--- src/mrbv_pkg.sv ---
// Shared types, constants and fixed-point helpers of the modal resonator bank voice.
// Used by every module of the block; depends on nothing.
package mrbv_pkg;

  localparam int DATA_W    = 24;
  localparam int WIDE_W    = 32;
  localparam int CMD_W     = 2;
  localparam int IDX_W     = 7;
  localparam int CNT_W     = 8;
  localparam int SCALE_W   = 23;
  localparam int DLY_W     = 10;
  localparam int DLY_N     = 4;
  localparam int DLY_SEL_W = 2;
  localparam int OP_W      = 2;
  localparam int PADDR_W   = 5;
  localparam int PDATA_W   = 32;
  localparam int REG_IDX_W = 3;

  localparam int MAX_MODES_DEF = 128;
  localparam int COMB_LEN_DEF  = 1024;
  localparam int COMB_TAPS_DEF = 4;
  localparam int QUEUE_DEPTH   = 2;

  localparam logic [CMD_W-1:0] CMD_RENDER = 2'd0;
  localparam logic [CMD_W-1:0] CMD_LOAD   = 2'd1;
  localparam logic [CMD_W-1:0] CMD_CLEAR  = 2'd2;

  localparam logic [OP_W-1:0] OP_RENDER = 2'd0;
  localparam logic [OP_W-1:0] OP_LOAD   = 2'd1;
  localparam logic [OP_W-1:0] OP_CLEAR  = 2'd2;

  localparam logic [REG_IDX_W-1:0] REG_MODE_COUNT = 3'd0;
  localparam logic [REG_IDX_W-1:0] REG_BANK_SCALE = 3'd1;
  localparam logic [REG_IDX_W-1:0] REG_COMB_MIX   = 3'd2;
  localparam logic [REG_IDX_W-1:0] REG_DELAY_A    = 3'd3;
  localparam logic [REG_IDX_W-1:0] REG_DELAY_B    = 3'd4;
  localparam logic [REG_IDX_W-1:0] REG_DELAY_C    = 3'd5;
  localparam logic [REG_IDX_W-1:0] REG_DELAY_D    = 3'd6;

  localparam logic [CNT_W-1:0] MODE_COUNT_RST = 8'd1;
  localparam logic [DLY_W-1:0] DELAY_RST      = 10'd101;

  // 0.001 in Q0.32 and 0.9 in Q2.22.
  localparam logic [SCALE_W-1:0] DC_LEAK  = 23'd4294967;
  localparam logic [21:0]        OUT_GAIN = 22'd3774874;

  typedef struct packed {
    logic [OP_W-1:0]          op;
    logic [IDX_W-1:0]         idx;
    logic signed [DATA_W-1:0] excitation;
    logic signed [DATA_W-1:0] direct;
    logic signed [DATA_W-1:0] b0;
    logic signed [DATA_W-1:0] a1;
    logic signed [DATA_W-1:0] a2;
    logic signed [DATA_W-1:0] gain;
  } item_t;

  typedef struct packed {
    logic [CNT_W-1:0]               mode_count;
    logic [SCALE_W-1:0]             bank_scale;
    logic [SCALE_W-1:0]             comb_mix;
    logic [DLY_N-1:0][DLY_W-1:0]    delay;
  } cfg_t;

  // Add half an LSB, then shift right with floor.
  function automatic logic signed [63:0] rnd_sh(input logic signed [63:0] v,
                                                input int unsigned sh);
    logic signed [63:0] half;
    half = 64'sd1 <<< (sh - 1);
    return (v + half) >>> sh;
  endfunction

  function automatic logic signed [31:0] sat32(input logic signed [63:0] v);
    if (v > 64'sd2147483647) begin
      return 32'sh7fffffff;
    end else if (v < -64'sd2147483648) begin
      return 32'sh80000000;
    end
    return v[31:0];
  endfunction

  function automatic logic signed [23:0] sat24(input logic signed [63:0] v);
    if (v > 64'sd8388607) begin
      return 24'sh7fffff;
    end else if (v < -64'sd8388608) begin
      return 24'sh800000;
    end
    return v[23:0];
  endfunction

endpackage

--- src/mrbv_front.sv ---
// Front end: accepts input beats, sorts out commands that do nothing, queues the rest.
// Depends on mrbv_pkg.
module mrbv_front import mrbv_pkg::*; #(
  parameter int MAX_MODES = MAX_MODES_DEF
) (
  input  logic                     clk,
  input  logic                     rst_n,
  input  logic                     in_valid,
  output logic                     in_ready,
  input  logic [CMD_W-1:0]         in_command,
  input  logic [IDX_W-1:0]         in_mode_index,
  input  logic signed [DATA_W-1:0] in_excitation,
  input  logic signed [DATA_W-1:0] in_direct_mix,
  input  logic signed [DATA_W-1:0] in_coef_input,
  input  logic signed [DATA_W-1:0] in_coef_first,
  input  logic signed [DATA_W-1:0] in_coef_second,
  input  logic signed [DATA_W-1:0] in_mode_gain,
  output item_t                    q_item,
  output logic                     q_valid,
  input  logic                     q_pop
);

  localparam int QP_W = (QUEUE_DEPTH > 1) ? $clog2(QUEUE_DEPTH) : 1;
  localparam int QC_W = $clog2(QUEUE_DEPTH + 1);

  item_t            q_mem [QUEUE_DEPTH];
  logic [QP_W-1:0]  wp_r, wp_nxt, rp_r, rp_nxt;
  logic [QC_W-1:0]  cnt_r, cnt_nxt;
  logic             keep;
  logic             push;
  item_t            in_item;

  always_comb begin
    in_item.op         = OP_RENDER;
    in_item.idx        = in_mode_index;
    in_item.excitation = in_excitation;
    in_item.direct     = in_direct_mix;
    in_item.b0         = in_coef_input;
    in_item.a1         = in_coef_first;
    in_item.a2         = in_coef_second;
    in_item.gain       = in_mode_gain;
    keep               = 1'b0;
    case (in_command)
      CMD_RENDER: begin
        keep = 1'b1;
      end
      CMD_LOAD: begin
        in_item.op = OP_LOAD;
        keep = ((IDX_W + 2)'(in_mode_index) < (IDX_W + 2)'(MAX_MODES));
      end
      CMD_CLEAR: begin
        in_item.op = OP_CLEAR;
        keep = 1'b1;
      end
      default: begin
        keep = 1'b0;
      end
    endcase
  end

  assign in_ready = (cnt_r != QC_W'(QUEUE_DEPTH));
  assign push     = in_valid && in_ready && keep;
  assign q_valid  = (cnt_r != '0);
  assign q_item   = q_mem[rp_r];

  always_comb begin
    wp_nxt  = wp_r;
    rp_nxt  = rp_r;
    cnt_nxt = cnt_r;
    if (push) begin
      wp_nxt = (wp_r == QP_W'(QUEUE_DEPTH - 1)) ? '0 : wp_r + 1'b1;
    end
    if (q_pop && q_valid) begin
      rp_nxt = (rp_r == QP_W'(QUEUE_DEPTH - 1)) ? '0 : rp_r + 1'b1;
    end
    if (push && !(q_pop && q_valid)) begin
      cnt_nxt = cnt_r + 1'b1;
    end else if (!push && q_pop && q_valid) begin
      cnt_nxt = cnt_r - 1'b1;
    end
  end

  always_ff @(posedge clk) begin
    if (!rst_n) begin
      wp_r  <= '0;
      rp_r  <= '0;
      cnt_r <= '0;
    end else begin
      wp_r  <= wp_nxt;
      rp_r  <= rp_nxt;
      cnt_r <= cnt_nxt;
    end
  end

  always_ff @(posedge clk) begin
    if (push) begin
      q_mem[wp_r] <= in_item;
    end
  end

endmodule

--- config.mk ---
export PLATFORM = sky130hd
export DESIGN_NAME = mrbv_front
export DESIGN_NICKNAME = d
export VERILOG_FILES = /design/src/mrbv_pkg.sv /design/src/mrbv_front.sv
export SDC_FILE = /design/constraint.sdc
export NUM_CORES = 1
export LEC_CHECK = 0
export BUFFER_PORTS_ARGS = -buffer_cell sky130_fd_sc_hd__buf_2
export CAP_MARGIN = 40
export CELL_PAD_IN_SITES_DETAIL_PLACEMENT = 0
export CELL_PAD_IN_SITES_GLOBAL_PLACEMENT = 2
export CORE_UTILIZATION = 41
export CTS_BUF_LIST = sky130_fd_sc_hd__clkbuf_16
export DETAILED_ROUTE_END_ITERATION = 8
export PLACE_DENSITY = 0.94
export SETUP_SLACK_MARGIN = 0.15
export SLEW_MARGIN = 20
export SYNTH_ARGS = -nofsm -noshare
export SYNTH_HDL_FRONTEND = slang
export SYNTH_SLANG_ARGS = --single-unit
export TNS_END_PERCENT = 30
--- constraint.sdc ---
create_clock -name clk -period 23.7 [get_ports clk]
set_clock_uncertainty 0.05 [all_clocks]
set_input_delay 3.555 -clock clk [delete_from_list [all_inputs] [get_ports clk]]
set_output_delay 3.555 -clock clk [all_outputs]
set_load 0.01 [all_outputs]
Yosys cells after proc, flatten, opt, wreduce, memory -nomap -nowiden
Memories as Yosys holds them, arrays and structs flattened. A register that Yosys moved wholly into a read port is not among the register bits.
Index checks and enable logic that the tools add are counted.
{"block": "totals", "ff_bits": 4, "mem_bits_rw": 306, "input_bits": 157, "out_inout_bits": 155, "wordCells": 33, "memories": 1}
{"block": "op_classes", "addsub": 4, "eq_ne": 3, "mux": 10, "reduce_logical": 12}
{"name": "q_mem", "depth": 2, "width": 153, "read_ports": 1, "rd_ports_with_merged_regs": 1, "wr": 1, "line_no": "mrbv_front.sv:26", "source": "item_t q_mem [QUEUE_DEPTH];"}
{"op": "$mux W1", "n": 7}
{"op": "$logic_and A1 B1 Y1", "n": 6}
{"op": "$mux W2", "n": 2}
{"op": "$pmux W2 S2", "n": 1}
{"op": "$reduce_bool A2 Y1", "n": 2}
{"op": "$reduce_or A3 Y1", "n": 1}
{"op": "$add A1 B1 Y1 const B", "n": 2}
{"op": "$add A2 B1 Y2 const B", "n": 1}
{"op": "$eq A2 B1 Y1 const B", "n": 1}
{"op": "$eq A2 B2 Y1 const B", "n": 1}
{"op": "$logic_not A1 Y1", "n": 2}
{"op": "$logic_not A2 Y1", "n": 1}
{"op": "$ne A2 B2 Y1 const B", "n": 1}
{"op": "$sub A2 B1 Y2 const B", "n": 1}

Depth between registers and ports, before layout
Gate-level depths: netlist of run 1.
{"block": "depth", "ltp_word": 9, "depth_mapped": 4, "mapped_depth_nobuf": 4}

Worst setup path before layout of run 1
No wires, ideal clock.
{"block": "synth_timing", "path_kind": "input-to-reg", "start": "input in_valid", "end": "register wp_r", "setup_ps": 106, "arrival_time_ps": 14941, "required_ps": 23544, "setup_slack_ps": 8603, "stages": 3, "n_path_buf": 0, "cell_sequence": "a21bo_2 > nor3_1 > o21a_1"}
{"block": "synth_between", "elab_chain_cells": 2}
{"item": "start: declaration", "line_no": "mrbv_front.sv:8", "source": "input logic in_valid,"}
{"item": "$logic_and A1 B1 Y1 (2 in a row)", "line_no": "mrbv_front.sv:62", "source": "assign push = in_valid && in_ready && keep;"}
{"item": "end signal: assignment", "line_no": "mrbv_front.sv:89", "source": "wp_r <= wp_nxt;"}
{"item": "end: declaration", "line_no": "mrbv_front.sv:27", "source": "logic [QP_W-1:0] wp_r, wp_nxt, rp_r, rp_nxt;"}
Every way passes these cells.
A chain may end at the register's enable or synchronous reset.

==> impl_metrics.yaml, run 1 <==
die:
  core-area_um2: 27780
  die-area_um2: 28950
  die_w_um: 170.2
  start_util_pct: 41.73
  die_h_um: 170.2
  pin_count: 312
  rows: 61
yosys:
  ys_warn_count: 0
  netlist_top_cells_area: "edfxtp_1 79%, mux2_4 9.1%, mux2_2 8.1%"
  synthFlopType: "edfxtp_1"
  synth_largest_area_cell: "edfxtp_1"
  syn_area_per_cell_um2: 22.91
  syn_area_um2: 11590
  synth_cell_types: 25
  synth_cells: 506
  synth_seq_cells: 311
  async_flop_share_pct: 0
  syn_nets: 663
  synth_top_area_share_pct: 79.26
  synth_edf_count: 306
  ys_seq_area_share_pct: 80.12
place:
  gp_congestion: 0.7355
  io_buffer_count: 311
  dpl.hpwl_um: 14810
final_layout:
  drive_above_1_share_pct: 59.91
  finalNetCount: 1002
  area_growth_pct: 26.54
  seqCellArea_um2: 9293
  fill_cells: 2261
  multi_input_area_um2: 2166
global_route:
  antenna_found_initial: 5
  grt_pass1_wl_um: 31880
  grt.overflow.total: 0
  grt_usage_pct: 14.26
  grt_pass1_vias: 6012
  grt_max_degree: 56
route:
  viasPerCell: 4.602
  finalWirelength_um: 21780
  vias: 5757
  drtAntennaViolNets: 0
  drt_iter0_markers: 257
  wl_met3_um: 2063
  wl_per_cell_um: 17.41
  maxUsedRoutingLayer: "met4"
  drc: 0
  m1WireLength_um: 8543
  firstDrtPassIters: 4
  wl_met2_um: 10680
status:
  status: "completed"
timing:
  tns_ns: 0
  hold_viol_final: 0
  slew_headroom_pct: 47.42
  rsz0062_at_grt: "false"
  fin_crit_ns: 6.045
  finalCritPeriodShare_pct: 25.51
  max_freq_mhz: 165.4
  worst_pin_slew_ns: 0.7844
  finalSetupViolCount: 0
  slew_viol_final: 0
  holdWs_ns: 0.4618
clock_tree:
  htreeDepth: 1
  clock-sinks: 311
  cts_tree: "built"
  cts.clk_slew.worst_paths_ns: 0.06
  post_cts_buffers: 0
  cts_resized: 0
  cts_buffer_depth: 3
  ctsHoldBuffers: 0
  cts_root_buf: "clkbuf_16"
  clk-insertion-delay-late_ns: 0.53
  cts-buffers-inserted: 31
power:
  internal_power_mw: 0.9713
  p_leak_nw: 5.584
  worst_ir_drop_vdd_mv: 0.05643
  clkPwrFrac_pct: 36.7
  power.density_nw_per_um2: 84.09
  switchingPower_mw: 0.2622
  power.share.combinational_pct: 11.1
  power.total_mw: 1.234
  seq_power_share_pct: 52.2
  swShare_pct: 21.26
setup_path:
  rr_startpoint: "cnt_r[0]$_SDFFE_PN0P_"
  reg2reg_depth: 4
  start_kind: "register"
  r2r-end: "q_mem[0][95]$_DFFE_PP_"
  cp_data_arrival_time_ns: 2.44
  r2r_slack_ns: 21.32
  cp_max_fo: 42
  required_ns: 20.10
  critical_path_class: "reg -> out"
  end_kind: "output pin"
worst_hold_path:
  hp-class: "reg -> reg"
  min_from: "rp_r$_SDFFE_PN0P_"
  hold_depth: 2
job:
  cap_violations: 0
-- worst max-delay path, stage by stage (launching register included) --
cell and delay (ns):
dfxtp_4 0.61, buf_4 0.39, buf_16 0.30, mux2_2 0.37
buf_2 0.14
-- state kept, by name, indices dropped and copies added, names as in the netlist, named ones only --
name	count
cnt_r	2
rp_r	1
wp_r	1
q_mem	306
-- power by group through the flow --
| stage | Sequential (mW) | Clock (mW) | Combinational (mW) |
|---|---|---|---|
| 2_1_floorplan | 0.661 | 0 | 0.0822 |
| 3_3_place_gp | 0.655 | 0 | 0.132 |
| 3_5_place_dp | 0.656 | 0 | 0.139 |
| 4_1_cts | 0.645 | 0.466 | 0.139 |
| 5_1_grt | 0.646 | 0.486 | 0.147 |
| 6_report | 0.644 | 0.452 | 0.137 |
-- synth_stat cells (2+ instances only) --
cell type,number
nand2_1,2
buf_6,9
edfxtp_1,306
nor2_1,3
mux2_4,70
inv_1,2
dfxtp_1,5
buf_2,8
nor2b_1,3
mux2_2,83
-- area by class of cell --
type	count	share of cell area, %
sequential	311	63.34
multi-input combinational	176	14.76
timing repair buffer	323	12.04
clock buffer	31	5.288
tap	378	3.224
clock inverter	25	1.203
antenna	5	0.08529
inverter	2	0.05117
-- through the flow --
stage               instance area (µm²)  setup WS [ns]  instances  utilization [%]
floorplan                         11590          8.603        506                -
global placement                  13540          17.75       1184            48.74
detailed placement                13710          17.91       1190            49.33
CTS                               14660          17.59       1246            52.76
global route                      14660          17.53       1248            52.78
finish                            14670          17.66       1251            52.81
-- layer usage --
layer / vias up / global-route usage (%)
li1: 2709 / -
met1: 2780 / 16.42
met2: 226 / 24.34
met3: 42 / 5.349
met4: 0 / 4.935
met5: - / 0
-- placed cells by master (no fill, tap or decap), drive strengths merged --
cell type	n
a21boi	2
nor2b	4
a31oi	1
nand2	2
o21ai	1
nor3	1
bufinv	3
dfxtp	5
inv	16
o21a	1
o2bb2a	1
nor4	1
a21bo	1
diode	5
mux2	153
a2111oi	1
and3	1
clkinv	8
edfxtp	306
or2	1
xor2	1
buf	323
clkbuf	31
nand3b	1
nor2	3
-- cell families (layout without fill, tap and decap cells) --
| group | Yosys count | in the layout | synth area share (%) |
|---|---|---|---|
| flip-flops | 311 | 311 | 80.12 |
| multiplexers | 153 | 153 | 17.13 |
| buffers and inverters | 19 | 381 | 1.284 |
| AND/OR/NAND/NOR | 14 | 14 | 0.7124 |
| AO/OA/AOI/OAI | 8 | 8 | 0.6799 |
| XOR/XNOR | 1 | 1 | 0.07556 |
| other | 0 | 5 | 0 |
-- worst max-delay path by stage --
stage          depth (start not counted)           from                       to  slack (ns)
6_report                               4       register              q_item[139]       17.66
5_1_grt                                4       register              q_item[139]       17.53
4_1_cts                                4       register                q_item[6]       17.59
3_5_place_dp                           5  in_command[0]  q_mem[0][101]$_DFFE_PP_       17.91
3_3_place_gp                           4  in_command[0]   q_mem[0][74]$_DFFE_PP_       17.75
2_1_floorplan                          3       in_valid        wp_r$_SDFFE_PN0P_        8.60
Power figures use the tool's default switching activity.
==> run 2: changes to the inputs <==
--- a/config.mk
+++ b/config.mk
@@ -5,14 +5,15 @@
 export SDC_FILE = /design/constraint.sdc
 export NUM_CORES = 1
 export LEC_CHECK = 0
+export ABC_AREA = 1
 export BUFFER_PORTS_ARGS = -buffer_cell sky130_fd_sc_hd__buf_2
 export CAP_MARGIN = 40
 export CELL_PAD_IN_SITES_DETAIL_PLACEMENT = 0
 export CELL_PAD_IN_SITES_GLOBAL_PLACEMENT = 2
-export CORE_UTILIZATION = 41
+export CORE_UTILIZATION = 35
 export CTS_BUF_LIST = sky130_fd_sc_hd__clkbuf_16
 export DETAILED_ROUTE_END_ITERATION = 8
-export PLACE_DENSITY = 0.94
+export PLACE_DENSITY = 0.86
 export SETUP_SLACK_MARGIN = 0.15
 export SLEW_MARGIN = 20
 export SYNTH_ARGS = -nofsm -noshare
==> constraint.sdc (replaced) <==
create_clock -name clk -period 5.46 [get_ports clk]
set_clock_uncertainty 0.05 [all_clocks]
set_input_delay 0.819 -clock clk [delete_from_list [all_inputs] [get_ports clk]]
set_output_delay 0.819 -clock clk [all_outputs]
set_load 0.01 [all_outputs]
==> run 2 against run 1 <==
Via count is 3.0% higher. Power grew to 5.2 times the previous value. Sequential share of layout area fell by 0.50 points. Routed wire length up 4.3%. Sequential power increased to 4.7 times the previous value. Clock-buffer cell count is 4 higher. Critical path type unchanged. Critical endpoint is now q_item[31]. Highest routed layer is now met5.
==> impl_metrics.yaml, run 2 <==
clock_tree:
  cts-buffers-inserted: 34
  cts_resized: 0
  cts_buffer_depth: 3
  ctsHoldBuffers: 0
  cts_root_buf: "clkbuf_16"
  clk-insertion-delay-late_ns: 0.49
  cts_tree: "built"
  post_cts_buffers: 0
  htreeDepth: 2
  cts.clk_slew.worst_paths_ns: 0.05
  clock-sinks: 311
worst_hold_path:
  min_from: "rp_r$_SDFFE_PN0P_"
  hp-class: "reg -> reg"
route:
  wl_per_cell_um: 17.10
  drt_iter0_markers: 225
  firstDrtPassIters: 6
  vias: 5928
  viasPerCell: 4.460
  finalWirelength_um: 22720
  drc: 0
  drtAntennaViolNets: 0
place:
  io_buffer_count: 311
  placed_area_um2: 13750
  dpl.hpwl_um: 15270
  gp_congestion: 0.7426
  pre_cts_ws_ns: 2.526
die:
  pin_count: 312
  core-area_um2: 32540
  die-area_um2: 33810
  rows: 66
  die_h_um: 183.9
  start_util_pct: 35.58
  die_w_um: 183.9
global_route:
  grt_max_degree: 66
  grt_pass1_vias: 6044
  grt.overflow.total: 0
  antenna_found_initial: 6
  grt_pass1_wl_um: 33440
  grt_usage_pct: 13.01
power:
  p_leak_nw: 5.610
  worst_ir_drop_vdd_mv: 0.3162
  power.density_nw_per_um2: 436.1
timing:
  worst_pin_slew_ns: 0.5193
  holdWs_ns: 0.4025
  hold_viol_final: 0
  fin_crit_ns: 3.398
  finalCritPeriodShare_pct: 62.23
  finalSetupViolCount: 0
  max_freq_mhz: 294.3
  slew_viol_final: 0
  slew_headroom_pct: 65.38
  rsz0062_at_grt: "false"
  setup_slack_ns: 2.062
  tns_ns: 0
final_layout:
  finalNetCount: 1017
  final_util_pct: 45.45
  final_common_cell: "buf_2"
  area_growth_pct: 27.72
  drive_above_1_share_pct: 58.96
  largest_register_ff_count: 306
  final_cell_mix: "311 x buf_2, 306 x edfxtp_1, 83 x mux2_2, 70 x mux2_4, 35 x clkbuf_16"
  top_register: "q_mem"
  stdcell_area_um2: 14790
  top_regs: "q_mem (306), cnt_r (2)"
yosys:
  synthFlopType: "edfxtp_1"
  synth.most_common_cell: "edfxtp_1"
  synth_top_area_share_pct: 79.37
  synth_seq_cells: 311
  synth_cells: 521
  netlist_top_cells_count: "306 x edfxtp_1, 83 x mux2_2, 70 x mux2_4, 12 x nor2_1, 10 x nand2_1"
  synth_largest_area_cell: "edfxtp_1"
  syn_area_per_cell_um2: 22.22
  syn_nets: 678
  syn_area_um2: 11580
  synth_edf_count: 306
  synth_cell_types: 12
  netlist_top_cells_area: "edfxtp_1 79%, mux2_4 9.1%, mux2_2 8.1%"
  async_flop_share_pct: 0
  ys_warn_count: 0
  ys_seq_area_share_pct: 80.23
setup_path:
  cp_max_fo: 42
  required_ns: 4.59
  start_kind: "register"
  rr_startpoint: "cnt_r[0]$_SDFFE_PN0P_"
  slowest_delay_ns: 0.68
  cp_data_arrival_time_ns: 2.53
  critPathSlowestCell: "dfxtp_4"
  end_kind: "output pin"
  crit_chain: "buf_16, buf_4, mux2_2, buf_2"
  critical_path_class: "reg -> out"
job:
  cap_violations: 0
status:
  status: "completed"
==> run 2: per-layer routing <==
layer / up-vias / share of wire (%) / GRT usage (%)
li1: 2748 / - / -
met1: 2907 / 39 / 15.27
met2: 225 / 50 / 22.17
met3: 44 / 8.5 / 4.319
met4: 4 / 2.4 / 4.667
met5: - / 0.12 / 0
==> run 2: cell families (layout without fill, tap and decap cells) <==
family | after synthesis | after routing | share of synthesized area [%]
compound gates | 6 | 6 | 0.2594
buf+inv | 26 | 387 | 1.513
simple gates | 25 | 25 | 0.8429
flops | 311 | 311 | 80.23
mux | 153 | 153 | 17.15
other cells | 0 | 5 | 0
==> run 2: power by group <==
| group | internal (mW) | switching [mW] | leakage, nW |
|---|---|---|---|
| combinational | 0.675 | 0.680 | 2.22 |
| sequential | 2.93 | 0.0919 | 2.87 |
| clock | 1.21 | 0.862 | 0.515 |
| total | 4.81 | 1.63 | 5.61 |
==> run 2: metrics by stage <==
step / cells / power (mW)
2_1_floorplan: 521 / 3.949
3_3_place_gp: 1263 / 4.408
3_5_place_dp: 1266 / 4.451
4_1_cts: 1324 / 6.545
5_1_grt: 1326 / 6.735
6_report: 1329 / 6.448
==> run 2: worst max-delay path, delay by kind of cell (launching register included) <==
family	cells	cell delay, ns
multiplexers	1	0.39
flip-flops	1	0.68
buffers and inverters	3	0.92
==> run 2: final cells by class <==
type	count	area [µm²]
antenna	5	12.51
clock buffer	35	875.8
clock inverter	23	143.9
fill	2896	17750
inverter	9	33.78
multi-input combinational	184	2128
sequential	311	9293
tap	442	553.0
timing repair buffer	320	1747
==> run 2: path summary, 6_finish.rpt <==
kind	endpoint	slack (ns)	cells after the start
max	q_item[31]	2.06	4
min	register	0.40	1
max reg2reg	q_mem[0][116]$_DFFE_PP_	3.33	6
min reg2reg	register	0.40	1
==> run 3: changes to the inputs <==
==> constraint.sdc (replaced) <==
create_clock -name clk -period 3 [get_ports clk]
set_clock_uncertainty 0.05 [all_clocks]
set_input_delay 0.45 -clock clk [delete_from_list [all_inputs] [get_ports clk]]
set_output_delay 0.45 -clock clk [all_outputs]
set_load 0.01 [all_outputs]
==> run 3 against run 2 <==
Power increased by 86%. Clock-buffer cell count increased by 2. Via count decreased by 0.67%. Sequential cell count unchanged. Core utilization increased by 0.31 points. Design area increased by 0.68%. Largest cell class unchanged. Register-to-register slack got worse by 2.1 ns. Worst hold slack got worse by 0.31 ns. First-iteration DRC count increased by 16%.
==> impl_metrics.yaml, run 3 (synthesis gave the netlist of run 2 again) <==
route:
  drt_iter0_markers: 261
  finalWirelength_um: 22410
  firstDrtPassIters: 4
  wl_per_cell_um: 16.82
  drtAntennaViolNets: 0
  drc: 0
  vias: 5888
  viasPerCell: 4.420
die:
  rows: 66
  core-area_um2: 32540
  die_w_um: 183.9
  die_h_um: 183.9
  pin_count: 312
  start_util_pct: 35.58
  die-area_um2: 33810
setup_path:
  end_kind: "output pin"
  crit_end: "q_item[22]"
  cp_max_fo: 35
  cp_data_arrival_time_ns: 2.06
  critPathSlowestCell: "dfxtp_4"
  path_buf_inv: 2
  start_kind: "register"
  r2r-end: "q_mem[1][85]$_DFFE_PP_"
  slowest_delay_ns: 0.73
  critical_path_class: "reg -> out"
  crit_family: "flip-flops"
  r2r_slack_ns: 1.27
  rr_startpoint: "cnt_r[0]$_SDFFE_PN0P_"
  cp.depth: 3
  reg2reg_depth: 5
  required_ns: 2.50
  crit_chain: "buf_12, mux2_2, buf_2"
timing:
  hold_viol_final: 0
  finalCritPeriodShare_pct: 85.33
  slew_headroom_pct: 59.72
  rsz0062_at_grt: "false"
  worst_pin_slew_ns: 0.6042
  finalSetupViolCount: 0
  fin_crit_ns: 2.560
  max_freq_mhz: 390.7
  slew_viol_final: 0
  setup_slack_ns: 0.4402
global_route:
  grt_usage_pct: 12.84
  antenna_found_initial: 2
  grt_pass1_vias: 6201
  grt_pass1_wl_um: 33380
  grt.overflow.total: 0
  grt_max_degree: 86
status:
  status: "completed"
clock_tree:
  cts_root_buf: "clkbuf_16"
  cts_buffer_depth: 3
  post_cts_buffers: 0
  htreeDepth: 2
  cts_resized: 0
  ctsHoldBuffers: 0
  clock-sinks: 311
  cts_tree: "built"
  cts-buffers-inserted: 34
  cts.clk_slew.worst_paths_ns: 0.06
  clk-insertion-delay-late_ns: 0.49
power:
  p_leak_nw: 5.664
  worst_ir_drop_vdd_mv: 0.5670
  power.density_nw_per_um2: 805.1
final_layout:
  top_regs: "q_mem (306), cnt_r (2)"
  drive_above_1_share_pct: 59.80
  final_cell_mix: "311 x buf_2, 306 x edfxtp_1, 83 x mux2_2, 70 x mux2_4, 37 x clkbuf_16"
  top_register: "q_mem"
  final_common_cell: "buf_2"
  final_util_pct: 45.75
  area_growth_pct: 28.59
  fin_cells: 1332
  largest_register_ff_count: 306
  finalNetCount: 1020
  stdcell_area_um2: 14890
place:
  dp_cells: 1269
  gp_congestion: 0.7322
  dpl.hpwl_um: 14850
  pre_cts_ws_ns: 0.9122
  io_buffer_count: 311
  placed_area_um2: 13790
worst_hold_path:
  hp-class: "in -> reg"
job:
  cap_violations: 0
run 3: metrics by stage:
stage / TNS [ns] / total power, mW / hold slack, ns
after floorplan: -110.47 / 7.173 / 0.3755
after global placement: 0 / 8.099 / 0.3770
after detailed placement: 0 / 8.136 / 0.3777
after CTS: 0 / 12.18 / 0.06060
after global routing: 0 / 12.52 / 0.06386
final: 0 / 11.99 / 0.09219
run 3: per-layer routing:
| metal | up-vias | wire [µm] | track usage, % |
|---|---|---|---|
| li1 | 2751 | - | - |
| met5 | - | 0 | 0 |
| met1 | 2874 | 9097 | 15.14 |
| met3 | 45 | 1995 | 4.497 |
| met2 | 218 | 10800 | 21.77 |
| met4 | 0 | 518 | 4.233 |
run 3: final cells by class:
| type | instances | area, µm² |
|---|---|---|
| fillers | 2905 | 17650 |
| flip-flops and latches | 311 | 9293 |
| multi-input cells | 184 | 2165 |
| repair buffers | 323 | 1747 |
| clock buffers | 37 | 925.9 |
| well taps | 442 | 553.0 |
| clock inverters | 24 | 165.2 |
| inverters | 9 | 33.78 |
| diodes | 2 | 5.005 |
run 3: how the worst min path moves through the flow:
stage,start,endpoint,slack [ns],cells past startpoint
5_1_grt,in_excitation[3],q_mem[0][123]$_DFFE_PP_,0.06,1
4_1_cts,in_coef_second[14],q_mem[0][38]$_DFFE_PP_,0.06,1
3_3_place_gp,rp_r$_SDFFE_PN0P_,register,0.38,1
3_5_place_dp,rp_r$_SDFFE_PN0P_,register,0.38,1
2_1_floorplan,rp_r$_SDFFE_PN0P_,register,0.38,1
6_report,in_coef_first[6],q_mem[0][54]$_DFFE_PP_,0.09,1
run 3: report_power, final:
group | internal (mW) | switching, mW | total [mW]
Clock | 2.39 | 1.59 | 3.99
Sequential | 5.33 | 0.171 | 5.50
Combinational | 1.25 | 1.25 | 2.50
